`src/design/acm_pkg.sv`:
```
// acm_pkg: shared types, codes and constants of the autoranging current meter
// used by acm_front, acm_back and autorange_current_meter; no dependencies
package acm_pkg;

    localparam int GAIN_W   = 17;
    localparam int CUR_W    = 17;
    localparam int SAMPLE_W = 10;
    localparam int ROOM_W   = 16;
    localparam int CFG_IDX_W = 3;
    localparam int PROD_W   = SAMPLE_W + GAIN_W;

    localparam int QUEUE_DEPTH = 2;
    localparam int NDIG = 6;
    localparam int DIG_IDX_W = $clog2(NDIG);
    localparam int DIG_CNT_W = $clog2(NDIG + 1);

    localparam logic [ROOM_W-1:0] MIN_ROOM = 16'd11;

    // divide by ten: q = (v * RECIP10) >> RECIP_SHIFT, exact for v below 2^18
    localparam int RECIP_W     = 16;
    localparam logic [RECIP_W-1:0] RECIP10 = 16'd52429;
    localparam int RECIP_SHIFT = 19;
    localparam int QUOT_W      = 14;

    localparam logic OP_SAMPLE = 1'b0;
    localparam logic OP_READ   = 1'b1;

    localparam logic [1:0] KIND_MEAS  = 2'd0;
    localparam logic [1:0] KIND_CHAR  = 2'd1;
    localparam logic [1:0] KIND_EMPTY = 2'd2;

    localparam logic [1:0] RANGE_LOW    = 2'd0;
    localparam logic [1:0] RANGE_MID    = 2'd1;
    localparam logic [1:0] RANGE_HIGH   = 2'd2;
    localparam logic [1:0] RANGE_UNUSED = 2'd3;

    localparam logic [7:0] CHAR_ZERO    = 8'd48;
    localparam logic [7:0] CHAR_NEWLINE = 8'd10;

    localparam logic [CFG_IDX_W-1:0] CFG_GAIN_LOW         = 3'd0;
    localparam logic [CFG_IDX_W-1:0] CFG_GAIN_MID         = 3'd1;
    localparam logic [CFG_IDX_W-1:0] CFG_GAIN_HIGH        = 3'd2;
    localparam logic [CFG_IDX_W-1:0] CFG_RISE_LOW_TO_MID  = 3'd3;
    localparam logic [CFG_IDX_W-1:0] CFG_RISE_MID_TO_HIGH = 3'd4;
    localparam logic [CFG_IDX_W-1:0] CFG_FALL_MID_TO_LOW  = 3'd5;
    localparam logic [CFG_IDX_W-1:0] CFG_FALL_HIGH_TO_MID = 3'd6;

    localparam logic [GAIN_W-1:0] RST_GAIN_LOW         = 17'd1320;
    localparam logic [GAIN_W-1:0] RST_GAIN_MID         = 17'd11000;
    localparam logic [GAIN_W-1:0] RST_GAIN_HIGH        = 17'd110000;
    localparam logic [CUR_W-1:0]  RST_RISE_LOW_TO_MID  = 17'd1000;
    localparam logic [CUR_W-1:0]  RST_RISE_MID_TO_HIGH = 17'd10000;
    localparam logic [CUR_W-1:0]  RST_FALL_MID_TO_LOW  = 17'd900;
    localparam logic [CUR_W-1:0]  RST_FALL_HIGH_TO_MID = 17'd9000;

    typedef struct packed {
        logic                op;
        logic [SAMPLE_W-1:0] sample;
        logic [ROOM_W-1:0]   room;
    } t_in;

    typedef struct packed {
        logic [1:0]       kind;
        logic [CUR_W-1:0] current;
        logic [1:0]       range_now;
        logic [7:0]       char_code;
        logic             last;
    } t_out;

    // classified command between front and back
    typedef struct packed {
        logic                op;
        logic [SAMPLE_W-1:0] sample;
        logic                room_ok;
    } t_cmd;

    typedef struct packed {
        logic [GAIN_W-1:0] gain_low;
        logic [GAIN_W-1:0] gain_mid;
        logic [GAIN_W-1:0] gain_high;
        logic [CUR_W-1:0]  rise_low_to_mid;
        logic [CUR_W-1:0]  rise_mid_to_high;
        logic [CUR_W-1:0]  fall_mid_to_low;
        logic [CUR_W-1:0]  fall_high_to_mid;
    } t_cfg;

endpackage

```
`src/design/acm_front.sv`:
```
// acm_front: input transfer, room check and command queue
// depends on acm_pkg
module acm_front #(
    parameter int DEPTH = acm_pkg::QUEUE_DEPTH
) (
    input  logic          i_clk,
    input  logic          i_rst_n,
    input  logic          i_in_valid,
    output logic          o_in_ready,
    input  acm_pkg::t_in  i_in,
    output logic          o_cmd_valid,
    output acm_pkg::t_cmd o_cmd,
    input  logic          i_cmd_pop
);

    localparam int PW = (DEPTH > 1) ? $clog2(DEPTH) : 1;
    localparam int CW = $clog2(DEPTH + 1);
    localparam logic [PW-1:0] LAST_PTR = PW'(DEPTH - 1);
    localparam logic [CW-1:0] FULL_CNT = CW'(DEPTH);

    acm_pkg::t_cmd r_q [DEPTH];
    logic [PW-1:0] r_wr_ptr;
    logic [PW-1:0] r_rd_ptr;
    logic [CW-1:0] r_count;
    logic          push;
    logic          pop;
    acm_pkg::t_cmd cmd_in;

    assign o_in_ready  = (r_count != FULL_CNT);
    assign o_cmd_valid = (r_count != '0);
    assign o_cmd       = r_q[r_rd_ptr];
    assign push        = i_in_valid && o_in_ready;
    assign pop         = i_cmd_pop && o_cmd_valid;

    always_comb begin
        cmd_in.op      = i_in.op;
        cmd_in.sample  = i_in.sample;
        cmd_in.room_ok = (i_in.room >= acm_pkg::MIN_ROOM);
    end

    always_ff @(posedge i_clk) begin
        if (push) begin
            r_q[r_wr_ptr] <= cmd_in;
        end
    end

    always_ff @(posedge i_clk) begin
        if (!i_rst_n) begin
            r_wr_ptr <= '0;
            r_rd_ptr <= '0;
            r_count  <= '0;
        end else begin
            if (push) begin
                r_wr_ptr <= (r_wr_ptr == LAST_PTR) ? '0 : r_wr_ptr + 1'b1;
            end
            if (pop) begin
                r_rd_ptr <= (r_rd_ptr == LAST_PTR) ? '0 : r_rd_ptr + 1'b1;
            end
            if (push && !pop) begin
                r_count <= r_count + 1'b1;
            end else if (pop && !push) begin
                r_count <= r_count - 1'b1;
            end
        end
    end

endmodule

```
`src/design/acm_back.sv`:
```
// acm_back: command execution, range control, decimal conversion, result register
// depends on acm_pkg
module acm_back (
    input  logic          i_clk,
    input  logic          i_rst_n,
    input  acm_pkg::t_cfg i_cfg,
    input  logic          i_cmd_valid,
    input  acm_pkg::t_cmd i_cmd,
    output logic          o_cmd_pop,
    output logic          o_out_valid,
    input  logic          i_out_ready,
    output acm_pkg::t_out o_out
);

    typedef enum logic [6:0] {
        S_IDLE  = 7'b0000001,
        S_MEAS  = 7'b0000010,
        S_EMPTY = 7'b0000100,
        S_DIV   = 7'b0001000,
        S_CHAR  = 7'b0010000,
        S_NL    = 7'b0100000,
        S_SPARE = 7'b1000000
    } t_state;

    localparam int PW = acm_pkg::PROD_W;
    localparam int CW = acm_pkg::CUR_W;
    localparam int DW = CW + acm_pkg::RECIP_W;

    t_state r_state, n_state;
    logic [1:0]    r_range, n_range;
    logic [CW-1:0] r_latest, n_latest;
    logic          r_fresh, n_fresh;
    logic [PW-1:0] r_prod, n_prod;
    logic [CW-1:0] r_val, n_val;
    logic [acm_pkg::DIG_CNT_W-1:0] r_cnt, n_cnt;
    acm_pkg::t_out r_out, n_out;
    logic          r_out_valid, n_out_valid;
    logic [3:0]    r_dig [acm_pkg::NDIG];

    logic          slot_free;
    logic          dig_we;
    logic [acm_pkg::GAIN_W-1:0] gain_sel;
    logic [CW-1:0] cur;
    logic [1:0]    range_nx;
    logic [DW-1:0] recip_prod;
    logic [acm_pkg::QUOT_W-1:0] quot;
    logic [CW-1:0] rem;
    logic [acm_pkg::DIG_CNT_W-1:0] rd_cnt;
    logic [3:0]    dig_rd;

    assign slot_free   = !r_out_valid || i_out_ready;
    assign o_out_valid = r_out_valid;
    assign o_out       = r_out;

    always_comb begin
        case (r_range)
            acm_pkg::RANGE_LOW: gain_sel = i_cfg.gain_low;
            acm_pkg::RANGE_MID: gain_sel = i_cfg.gain_mid;
            default:            gain_sel = i_cfg.gain_high;
        endcase
    end

    assign cur = r_prod[PW-1 -: CW];

    always_comb begin
        range_nx = r_range;
        case (r_range)
            acm_pkg::RANGE_LOW: begin
                if (cur > i_cfg.rise_low_to_mid) range_nx = acm_pkg::RANGE_MID;
            end
            acm_pkg::RANGE_MID: begin
                if (cur > i_cfg.rise_mid_to_high) range_nx = acm_pkg::RANGE_HIGH;
                else if (cur < i_cfg.fall_mid_to_low) range_nx = acm_pkg::RANGE_LOW;
            end
            default: begin
                if (cur < i_cfg.fall_high_to_mid) range_nx = acm_pkg::RANGE_MID;
            end
        endcase
    end

    // one decimal digit per cycle
    assign recip_prod = DW'(r_val) * DW'(acm_pkg::RECIP10);
    assign quot       = recip_prod[acm_pkg::RECIP_SHIFT +: acm_pkg::QUOT_W];
    assign rem        = r_val - (CW'(quot) << 3) - (CW'(quot) << 1);
    assign rd_cnt     = r_cnt - 1'b1;
    assign dig_rd     = r_dig[rd_cnt[acm_pkg::DIG_IDX_W-1:0]];

    always_comb begin
        n_state     = r_state;
        n_range     = r_range;
        n_latest    = r_latest;
        n_fresh     = r_fresh;
        n_prod      = r_prod;
        n_val       = r_val;
        n_cnt       = r_cnt;
        n_out       = r_out;
        n_out_valid = r_out_valid && !i_out_ready;
        o_cmd_pop   = 1'b0;
        dig_we      = 1'b0;
        case (r_state)
            S_IDLE: begin
                if (i_cmd_valid) begin
                    o_cmd_pop = 1'b1;
                    if (i_cmd.op == acm_pkg::OP_SAMPLE) begin
                        n_prod  = PW'(i_cmd.sample) * PW'(gain_sel);
                        n_state = S_MEAS;
                    end else if (!i_cmd.room_ok || !r_fresh) begin
                        n_state = S_EMPTY;
                    end else begin
                        n_val   = r_latest;
                        n_fresh = 1'b0;
                        n_cnt   = '0;
                        n_state = S_DIV;
                    end
                end
            end
            S_MEAS: begin
                if (slot_free) begin
                    n_range           = range_nx;
                    n_latest          = cur;
                    n_fresh           = 1'b1;
                    n_out.kind        = acm_pkg::KIND_MEAS;
                    n_out.current     = cur;
                    n_out.range_now   = range_nx;
                    n_out.char_code   = '0;
                    n_out.last        = 1'b1;
                    n_out_valid       = 1'b1;
                    n_state           = S_IDLE;
                end
            end
            S_EMPTY: begin
                if (slot_free) begin
                    n_out.kind      = acm_pkg::KIND_EMPTY;
                    n_out.current   = '0;
                    n_out.range_now = r_range;
                    n_out.char_code = '0;
                    n_out.last      = 1'b1;
                    n_out_valid     = 1'b1;
                    n_state         = S_IDLE;
                end
            end
            S_DIV: begin
                dig_we = 1'b1;
                n_val  = CW'(quot);
                n_cnt  = r_cnt + 1'b1;
                if (quot == '0) n_state = S_CHAR;
            end
            S_CHAR: begin
                if (slot_free) begin
                    n_out.kind      = acm_pkg::KIND_CHAR;
                    n_out.current   = '0;
                    n_out.range_now = r_range;
                    n_out.char_code = acm_pkg::CHAR_ZERO + 8'(dig_rd);
                    n_out.last      = 1'b0;
                    n_out_valid     = 1'b1;
                    n_cnt           = rd_cnt;
                    if (rd_cnt == '0) n_state = S_NL;
                end
            end
            S_NL: begin
                if (slot_free) begin
                    n_out.kind      = acm_pkg::KIND_CHAR;
                    n_out.current   = '0;
                    n_out.range_now = r_range;
                    n_out.char_code = acm_pkg::CHAR_NEWLINE;
                    n_out.last      = 1'b1;
                    n_out_valid     = 1'b1;
                    n_state         = S_IDLE;
                end
            end
            default: begin
                n_state = S_IDLE;
            end
        endcase
    end

    always_ff @(posedge i_clk) begin
        if (!i_rst_n) begin
            r_state     <= S_IDLE;
            r_range     <= acm_pkg::RANGE_HIGH;
            r_latest    <= '0;
            r_fresh     <= 1'b0;
            r_cnt       <= '0;
            r_out_valid <= 1'b0;
        end else begin
            r_state     <= n_state;
            r_range     <= n_range;
            r_latest    <= n_latest;
            r_fresh     <= n_fresh;
            r_cnt       <= n_cnt;
            r_out_valid <= n_out_valid;
        end
    end

    always_ff @(posedge i_clk) begin
        r_prod <= n_prod;
        r_val  <= n_val;
        r_out  <= n_out;
        if (dig_we) begin
            r_dig[r_cnt[acm_pkg::DIG_IDX_W-1:0]] <= rem[3:0];
        end
    end

    a_range_valid: assert property (@(posedge i_clk) disable iff (!i_rst_n)
        r_range != acm_pkg::RANGE_UNUSED)
        else $error("range register holds unused code");

    a_cnt_bound: assert property (@(posedge i_clk) disable iff (!i_rst_n)
        r_cnt <= acm_pkg::DIG_CNT_W'(acm_pkg::NDIG))
        else $error("digit count beyond buffer");

    a_char_has_digit: assert property (@(posedge i_clk) disable iff (!i_rst_n)
        (r_state == S_CHAR) |-> (r_cnt != '0))
        else $error("character state with no digit left");

    a_meas_sets_fresh: assert property (@(posedge i_clk) disable iff (!i_rst_n)
        (r_state == S_MEAS && slot_free) |=> (r_fresh && r_out_valid && r_out.last))
        else $error("measurement did not mark value available");

    a_newline_last: assert property (@(posedge i_clk) disable iff (!i_rst_n)
        (r_state == S_NL && slot_free) |=>
        (r_out_valid && r_out.last && r_out.kind == acm_pkg::KIND_CHAR
         && r_out.char_code == acm_pkg::CHAR_NEWLINE && r_state == S_IDLE))
        else $error("text transfer did not end with newline");

endmodule

```
`src/design/autorange_current_meter.sv`:
```
// autorange_current_meter: top level, configuration registers and the two halves
// depends on acm_pkg, acm_front, acm_back
//
// Three-range autoranging current meter. A sample item (op 0) is scaled by the
// gain of the active range, (sample * gain) >> 10, stored as the latest value,
// and the range then steps up or down against the hysteresis thresholds; one
// measurement result carries the current and the new range. A read item (op 1)
// with room of at least 11 and an unread value gives the value as decimal ASCII
// digits, most significant first, then a newline; otherwise it gives one empty
// result. Items enter a queue of DEPTH entries and are executed one at a time
// by the back end: a sample goes through the measure state, an empty read through
// the empty state, and a read through the one-digit-per-cycle divide by ten and
// then one result per cycle on the output register while the output is not stalled.
// Configuration writes take effect at once and are meant for when no item is in
// flight.
module autorange_current_meter #(
    parameter int DEPTH = acm_pkg::QUEUE_DEPTH
) (
    input  logic                           i_clk,
    input  logic                           i_rst_n,
    input  logic                           i_in_valid,
    output logic                           o_in_ready,
    input  acm_pkg::t_in                   i_in,
    output logic                           o_out_valid,
    input  logic                           i_out_ready,
    output acm_pkg::t_out                  o_out,
    input  logic                           i_cfg_we,
    input  logic [acm_pkg::CFG_IDX_W-1:0]  i_cfg_idx,
    input  logic [acm_pkg::GAIN_W-1:0]     i_cfg_data
);

    acm_pkg::t_cfg r_cfg;
    acm_pkg::t_cmd cmd;
    logic          cmd_valid;
    logic          cmd_pop;

    always_ff @(posedge i_clk) begin
        if (!i_rst_n) begin
            r_cfg.gain_low         <= acm_pkg::RST_GAIN_LOW;
            r_cfg.gain_mid         <= acm_pkg::RST_GAIN_MID;
            r_cfg.gain_high        <= acm_pkg::RST_GAIN_HIGH;
            r_cfg.rise_low_to_mid  <= acm_pkg::RST_RISE_LOW_TO_MID;
            r_cfg.rise_mid_to_high <= acm_pkg::RST_RISE_MID_TO_HIGH;
            r_cfg.fall_mid_to_low  <= acm_pkg::RST_FALL_MID_TO_LOW;
            r_cfg.fall_high_to_mid <= acm_pkg::RST_FALL_HIGH_TO_MID;
        end else if (i_cfg_we) begin
            case (i_cfg_idx)
                acm_pkg::CFG_GAIN_LOW:         r_cfg.gain_low         <= i_cfg_data;
                acm_pkg::CFG_GAIN_MID:         r_cfg.gain_mid         <= i_cfg_data;
                acm_pkg::CFG_GAIN_HIGH:        r_cfg.gain_high        <= i_cfg_data;
                acm_pkg::CFG_RISE_LOW_TO_MID:  r_cfg.rise_low_to_mid  <= i_cfg_data;
                acm_pkg::CFG_RISE_MID_TO_HIGH: r_cfg.rise_mid_to_high <= i_cfg_data;
                acm_pkg::CFG_FALL_MID_TO_LOW:  r_cfg.fall_mid_to_low  <= i_cfg_data;
                acm_pkg::CFG_FALL_HIGH_TO_MID: r_cfg.fall_high_to_mid <= i_cfg_data;
                default: ;
            endcase
        end
    end

    acm_front #(
        .DEPTH (DEPTH)
    ) u_front (
        .i_clk       (i_clk),
        .i_rst_n     (i_rst_n),
        .i_in_valid  (i_in_valid),
        .o_in_ready  (o_in_ready),
        .i_in        (i_in),
        .o_cmd_valid (cmd_valid),
        .o_cmd       (cmd),
        .i_cmd_pop   (cmd_pop)
    );

    acm_back u_back (
        .i_clk       (i_clk),
        .i_rst_n     (i_rst_n),
        .i_cfg       (r_cfg),
        .i_cmd_valid (cmd_valid),
        .i_cmd       (cmd),
        .o_cmd_pop   (cmd_pop),
        .o_out_valid (o_out_valid),
        .i_out_ready (i_out_ready),
        .o_out       (o_out)
    );

endmodule

```
`config.mk`:
```
export PLATFORM = sky130hd
export DESIGN_NAME = autorange_current_meter
export DESIGN_NICKNAME = d
export VERILOG_FILES = /design/src/design/acm_pkg.sv /design/src/design/acm_front.sv /design/src/design/acm_back.sv /design/src/design/autorange_current_meter.sv
export SDC_FILE = /design/constraint.sdc
export NUM_CORES = 1
export LEC_CHECK = 0
export BUFFER_PORTS_ARGS = -buffer_cell sky130_fd_sc_hd__buf_4
export CAP_MARGIN = 20
export CORE_MARGIN = 2
export CORE_UTILIZATION = 34
export CTS_BUF_LIST = sky130_fd_sc_hd__clkbuf_16
export CTS_CLUSTER_DIAMETER = 80
export DETAILED_ROUTE_END_ITERATION = 10
export PLACE_DENSITY_LB_ADDON = 0.12
export SYNTH_ARGS = -nofsm -noshare
export SYNTH_HDL_FRONTEND = slang
export SYNTH_SLANG_ARGS = --single-unit
export TNS_END_PERCENT = 1
```
`constraint.sdc`:
```
create_clock -name i_clk -period 18.1 [get_ports i_clk]
set_clock_uncertainty 0.15 [all_clocks]
set_input_delay 1.81 -clock i_clk [delete_from_list [all_inputs] [get_ports i_clk]]
set_output_delay 1.81 -clock i_clk [all_outputs]
set_load 0.01 [all_outputs]
```
# After elaboration in Yosys (flattened, before gate mapping)
# Memories as Yosys holds them, arrays and structs flattened. A register that Yosys moved wholly into a read port is not among the register bits.
# Cells that the tools add are included.
# op_classes
order_cmp	5
mul	2
n_bitwise	1
n_reduce_logical	39
n_addsub	9
n_eq_ne	24
n_mux	48
# op_table
operator	n
2-to-1 mux 30 bit	4
one-hot mux 30 bit (4 select lines)	1
one-hot mux 17 bit (2 select lines)	2
2-to-1 mux 17 bit	3
2-to-1 mux 7 bit	6
> comparator 17 bit	2
less-than comparator 17 bit	2
multiplier 17 x 16 -> 33 bit (second input constant)	1
one-hot mux 7 bit (4 select lines)	1
multiplier 10 x 17 -> 27 bit	1
AND reduction 5 bit	4
2-to-1 mux 1 bit	17
greater-or-equal comparator 16 x 4 -> 1 bit (second input constant)	1
!= test 2 x 1 -> 1 bit (second input constant)	8
AND reduction 2 bit	8
zero test 14 bit	1
2-to-1 mux 2 bit	6
2-to-1 mux 3 bit	4
equality test 3 bit (second input constant)	3
one-hot mux 3 bit (3 select lines)	1
nonzero test 2 bit	4
subtractor 4 bit	2
adder 6 x 4 -> 7 bit (first input constant)	1
equality test 7 x 1 -> 1 bit (second input constant)	1
29 further kinds	44
# word_totals
memories	2
regBits	228
in_bits	52
elab_cells	153
ramBits	48
# memory_table
memory	depth	width	read_ports	rd_ports_with_merged_regs	wr	line_no	rtl
u_back.r_dig	6	4	1	0	1	acm_back.sv:38	logic [3:0] r_dig [acm_pkg::NDIG];
u_front.r_q	2	12	1	1	1	acm_front.sv:21	acm_pkg::t_cmd r_q [DEPTH];

# Longest topological paths before layout
# depth
ltp_word	7
depth_mapped	24

# Modules after synthesis
# From an unflattened synthesis, not the netlist that was laid out.
# unflattened
cells_unflattened	2266
hier_area_um2	22415.2
# by_module_without_submodules
mod	area_per_inst_um2	instances	cells_per_inst	seq_area_each_um2
acm_back	16778.6	1	1773	3153.0
autorange_current_meter	4505.6	1	425	2382.3
acm_front	1131.1	1	68	820.8

# Worst setup path after synthesis
# OpenSTA, ideal clock, no wires.
# synth_path
path_type	register to register
start	register with a tool-made name
end	register u_back.r_prod[26] (data pin)
period_less_slack_ns	6.314
arrival_ns	5.904
stages_incl_launch_ff	21
path_slack_ns	11.786
path_buffers	3
required_time_ns	17.690
path_cell_list	dfxtp_1 > buf_2 > buf_1 > mux2i_1 > clkbuf_1 > nor2_1 > fa_1 > fa_1 > fa_1 > fa_1 > fa_1 > ha_1 > nand3_1 > a21oi_1 > o22a_1 > nand2_1 > o31ai_1 > a41oi_1 > a21oi_1 > a21oi_1 > xnor2_1
# synth_lines
item	line_no	rtl
to (signal assigned)	acm_back.sv:196	r_prod <= n_prod;
to (decl)	acm_back.sv:33	logic [PW-1:0] r_prod, n_prod;

# Worst setup path after layout
# layout_path
start	register u_back.r_range[0]
end	register u_back.r_prod[26] (data pin)
# layout_via
elab_chain_len	3
word_cells_on_any_way	4
classes_between	1 x mul; 1 x eq/ne; 1 x mux; 1 x reduce/logical
# layout_rtl
item	line_no	rtl
from (decl)	acm_back.sv:30	logic [1:0] r_range, n_range;
from (signal assigned)	acm_back.sv:180	r_range <= acm_pkg::RANGE_HIGH;
from (signal assigned)	acm_back.sv:187	r_range <= n_range;
equality test 2 x 1 -> 1 bit / zero test 2 bit (equally long branches)	acm_back.sv:56	case (r_range)
one-hot mux 17 bit (2 select lines) (*)	acm_back.sv:56	
multiplier 10 x 17 -> 27 bit (*)	acm_back.sv:105	n_prod = PW'(i_cmd.sample) * PW'(gain_sel);
# Every way passes the cells marked *; elsewhere a longest branch is shown, timed or not.
# A chain may end at the register's enable or synchronous reset.

==> impl_metrics.tcl <==
set metrics [dict create \
    yosys_register_bits 263 \
    critPathSlowestCell "mux2i_1" \
    maxCapViolations 0 \
    avgViaCountPerCell 4.99 \
    die_area_mm2 0.0661 \
    postSynthAreaPerCell_um2 9.32 \
    hp-class "reg2reg" \
    post_route_cells_drive_above_1_share_pct 8.06 \
    critical_path_class "reg2reg" \
    summed_instance_area_of_the_synthesized_netlist_mm2 0.0218 \
    worst_slew_margin_rel_pct 33.4 \
    floorplan.die.width_um 257 \
    grt_first_pass_wirelength_um 101000 \
    number_of_i_o_port_buffers 81 \
    clockBufferDepth 3 \
    gp_congestion 0.897 \
    worstMarginPinSlew_ps 971 \
    worst_setup_hold_path_clk_slew_ps 60 \
    tritoncts.num_buffers 35 \
    postSynth.asyncResetShare_pct 0 \
    holdPathEnd "r_cfg[6]" \
    run_status "finished clean" \
    timing.final.hold_violations 0 \
    detail_route.iter0.violations 820 \
    ant_nets 0 \
    min_period_over_period_pct 39.7 \
    cts_num_sinks 263 \
    worst-path-max-fanout 10 \
    regToRegEndpoint "u_back.r_prod[26]" \
    vdd.ir_drop.worst_v 0.000319 \
    nets 2929 \
    placementRows 92 \
    postLayoutCoreUtil_pct 39.1 \
    post_cts_hold_buffers 0 \
    hold_path_depth 2 \
    core_mm2 0.0632 \
    period_needed_ps 7180 \
    gr-usage-all-layers_pct 19.7 \
    grt_pass1_vias 17300 \
    cp_data_arrival_time_ps 7320 \
    detailed_place.area_mm2 0.0234 \
    crit_path_cell_trace "mux2_2 > mux2i_1 > nand2b_1 > fa_1 > fa_1 > inv_1 > fa_1 > fa_1 > fa_1 > ha_1 > nand3_1 > a21oi_1 > o22a_1 > nand2_1 > o31ai_1 > a41oi_1 > a21oi_1 > a21oi_1 > xnor2_1" \
    cp.required_ps 18240 \
    yosysWarnings 0 \
    diodes 0 \
    cts-resized-gates 0 \
    synth_cells 2339 \
    critical-path-max-stage-delay_ps 720 \
    floorplan.io_pins 84 \
    reg2reg_slack_ps 10920 \
    clock_tree_from_tritoncts "done" \
    grt_overflow 0 \
    launching_element_type_of_the_critical_path "flop" \
    drv_slew 0 \
    reg2regPathDepth 19 \
    stdcell_area_mm2 0.0247 \
    worstSetupEndpointType "flop" \
    syn_to_final_growth_pct 13.2 \
    timing.final.setup_violations 0 \
    fin_setup_tns_ps 0 \
    synth_edf_count 109 \
    clockRootBuffer "clkbuf_16" \
    place_hpwl_um 49000 \
    grt_antenna_before_repair 0 \
    crit-reg2reg-launch "u_back.r_range[0]" \
    path_common_cell "fa_1" \
    initial_util_pct 34.5 \
    start_point_of_the_worst_min_delay_path "r_cfg[6]" \
    detail_route.wirelength_um 63500 \
    cts_max_level 2 \
    route.detailed.drc 0 \
    ys.flop_type "dfxtp_1" \
    p_per_area_mw_per_mm2 223 \
    die_y_um 257 \
    clkLatencyLatePin_ps 560 \
    leakagePower_nw 11.0 \
    clock.fmax_ghz 0.139 \
    rsz0062_at_grt "false" \
    routed_wire_per_std_cell_um 19.4 \
    seq_area_frac_synth_pct 29.2 \
    drt_pass1_iterations 5 \
    num_vias 16400 \
    postCtsSetupRepairBufs 0 \
    grt_max_degree 59 \
    synthDistinctLibCells 77 \
]
## critical path: cells and delay by family, from the launching register on
kind                     cells  cell delay (ps)
adder cells (fa/ha/maj)      6             2730
AO/OA/AOI/OAI                6             1710
multiplexers                 2             1110
flip-flops                   1              630
AND/OR/NAND/NOR              3              410
XOR/XNOR                     1              120
buffers and inverters        1               50
## cells in the final DEF, fill, tap and decap left out, types with 6 or more instances in the layout
cell	count
o211ai_1	26
xnor2_1	23
nor3_1	9
a211oi_1	15
clkbuf_16	37
nand3_1	45
o31ai_1	6
o21ai_0	43
o21a_1	19
mux2i_1	31
inv_1	354
fa_1	204
o21bai_1	7
and2_1	32
dfxtp_1	153
ha_1	269
mux2_2	8
a31oi_1	7
nand2b_1	20
and3_1	13
nor2_1	91
nand4_1	18
nor4_1	10
buf_4	104
edfxtp_1	109
a21o_1	30
o21ai_1	7
or3_1	6
nand3b_1	8
bufinv_16	9
nand2_1	416
a21oi_1	165
nor2b_1	23
xor2_1	18
## metrics by stage
step | setup slack (ps) | power, mW | std cells | hold slack (ps)
floorplan | 11790 | 3.75 | 2340 | 281
global placement | 11040 | 4.71 | 3211 | 293
detailed placement | 10870 | 4.72 | 3212 | 296
CTS | 10830 | 5.57 | 3276 | 304
global route | 10470 | 6.06 | 3277 | 325
finish | 10920 | 5.49 | 3277 | 303
## flip-flops by register name, summed over array words and instances, names as in the netlist, 2 cells and up, named ones only
register and count:
u_back.r_val 17, u_back.r_cnt 3, u_back.r_state 6, u_front.r_q 24, u_back.r_range 2, u_back.o_out 27
u_back.r_prod 17, r_cfg 119, u_front.r_count 2, u_back.r_dig 24, u_back.r_latest 17
## final cells by class
cell class	instances	area, um2
clock inverter	27	397
fill	6370	38500
clock buffer	37	926
timing repair buffer	106	791
inverter	354	1330
sequential	263	6360
tap	846	1060
multi-input combinational	1644	13800
## worst max-delay path by stage
| stage | slack, ps | startpoint | end | cells after the start |
|---|---|---|---|---|
| after floorplan | 11790 | flop | u_back.r_prod[26] | 20 |
| after global placement | 11040 | u_back.r_range[0] | u_back.r_prod[26] | 19 |
| after detailed placement | 10870 | u_back.r_range[0] | u_back.r_prod[26] | 20 |
| after CTS | 10830 | u_back.r_range[0] | u_back.r_prod[26] | 20 |
| after global routing | 10470 | u_back.r_range[0] | u_back.r_prod[26] | 22 |
| final | 10920 | u_back.r_range[0] | u_back.r_prod[26] | 19 |
## where the power goes
| group | switching, mW | internal [mW] |
|---|---|---|
| logic | 2.08 | 1.58 |
| registers | 0.109 | 0.924 |
| clock network | 0.295 | 0.504 |
## routing by layer
metal  GRT usage, %  vias up  part of all wire, %  wire length, um
met5              0        -                    0                0
met4           5.99        0                  2.6             1660
met3           2.34      104                  3.1             1950
met2           35.0      267                   51            32200
met1           24.9     8115                   44            27700
li1               -     7869                    -                -
## cells in the mapped netlist (all sizes together) (7+ instances only)
master / n / share of area (%)
mux2: 9 / 0.47
and3: 13 / 0.37
nor3: 11 / 0.25
xnor2: 23 / 0.92
fa: 204 / 19
mux2i: 31 / 1.4
dfxtp: 154 / 14
ha: 269 / 15
a21o: 30 / 1.0
clkbuf: 70 / 1.2
nor2: 96 / 1.7
and2: 32 / 0.92
nor4: 10 / 0.29
nor2b: 23 / 0.66
o21ai: 51 / 1.2
nand2: 417 / 7.2
xor2: 18 / 0.72
nand2b: 20 / 0.57
o21bai: 7 / 0.24
o211ai: 27 / 0.95
o21a: 19 / 0.65
a211oi: 15 / 0.52
a21oi: 166 / 3.8
buf: 9 / 0.25
a31oi: 7 / 0.20
nand4: 18 / 0.52
edfxtp: 109 / 15
nand3: 45 / 1.0
nand3b: 9 / 0.37
inv: 354 / 6.1
## kinds of logic (layout without fill, tap and decap cells)
kind of cell    after synthesis  count (layout)  synth area share, %
fa+ha+maj                   473             473                 34.2
compound gates              365             365                 10.4
simple gates                719             719                 14.8
xor+xnor                     41              41                 1.65
flops                       263             263                 29.2
other cells                   1               2               0.0172
mux                          44              44                 2.30
buf+inv                     433             524                 7.56
(Power assumes the default switching activity.)
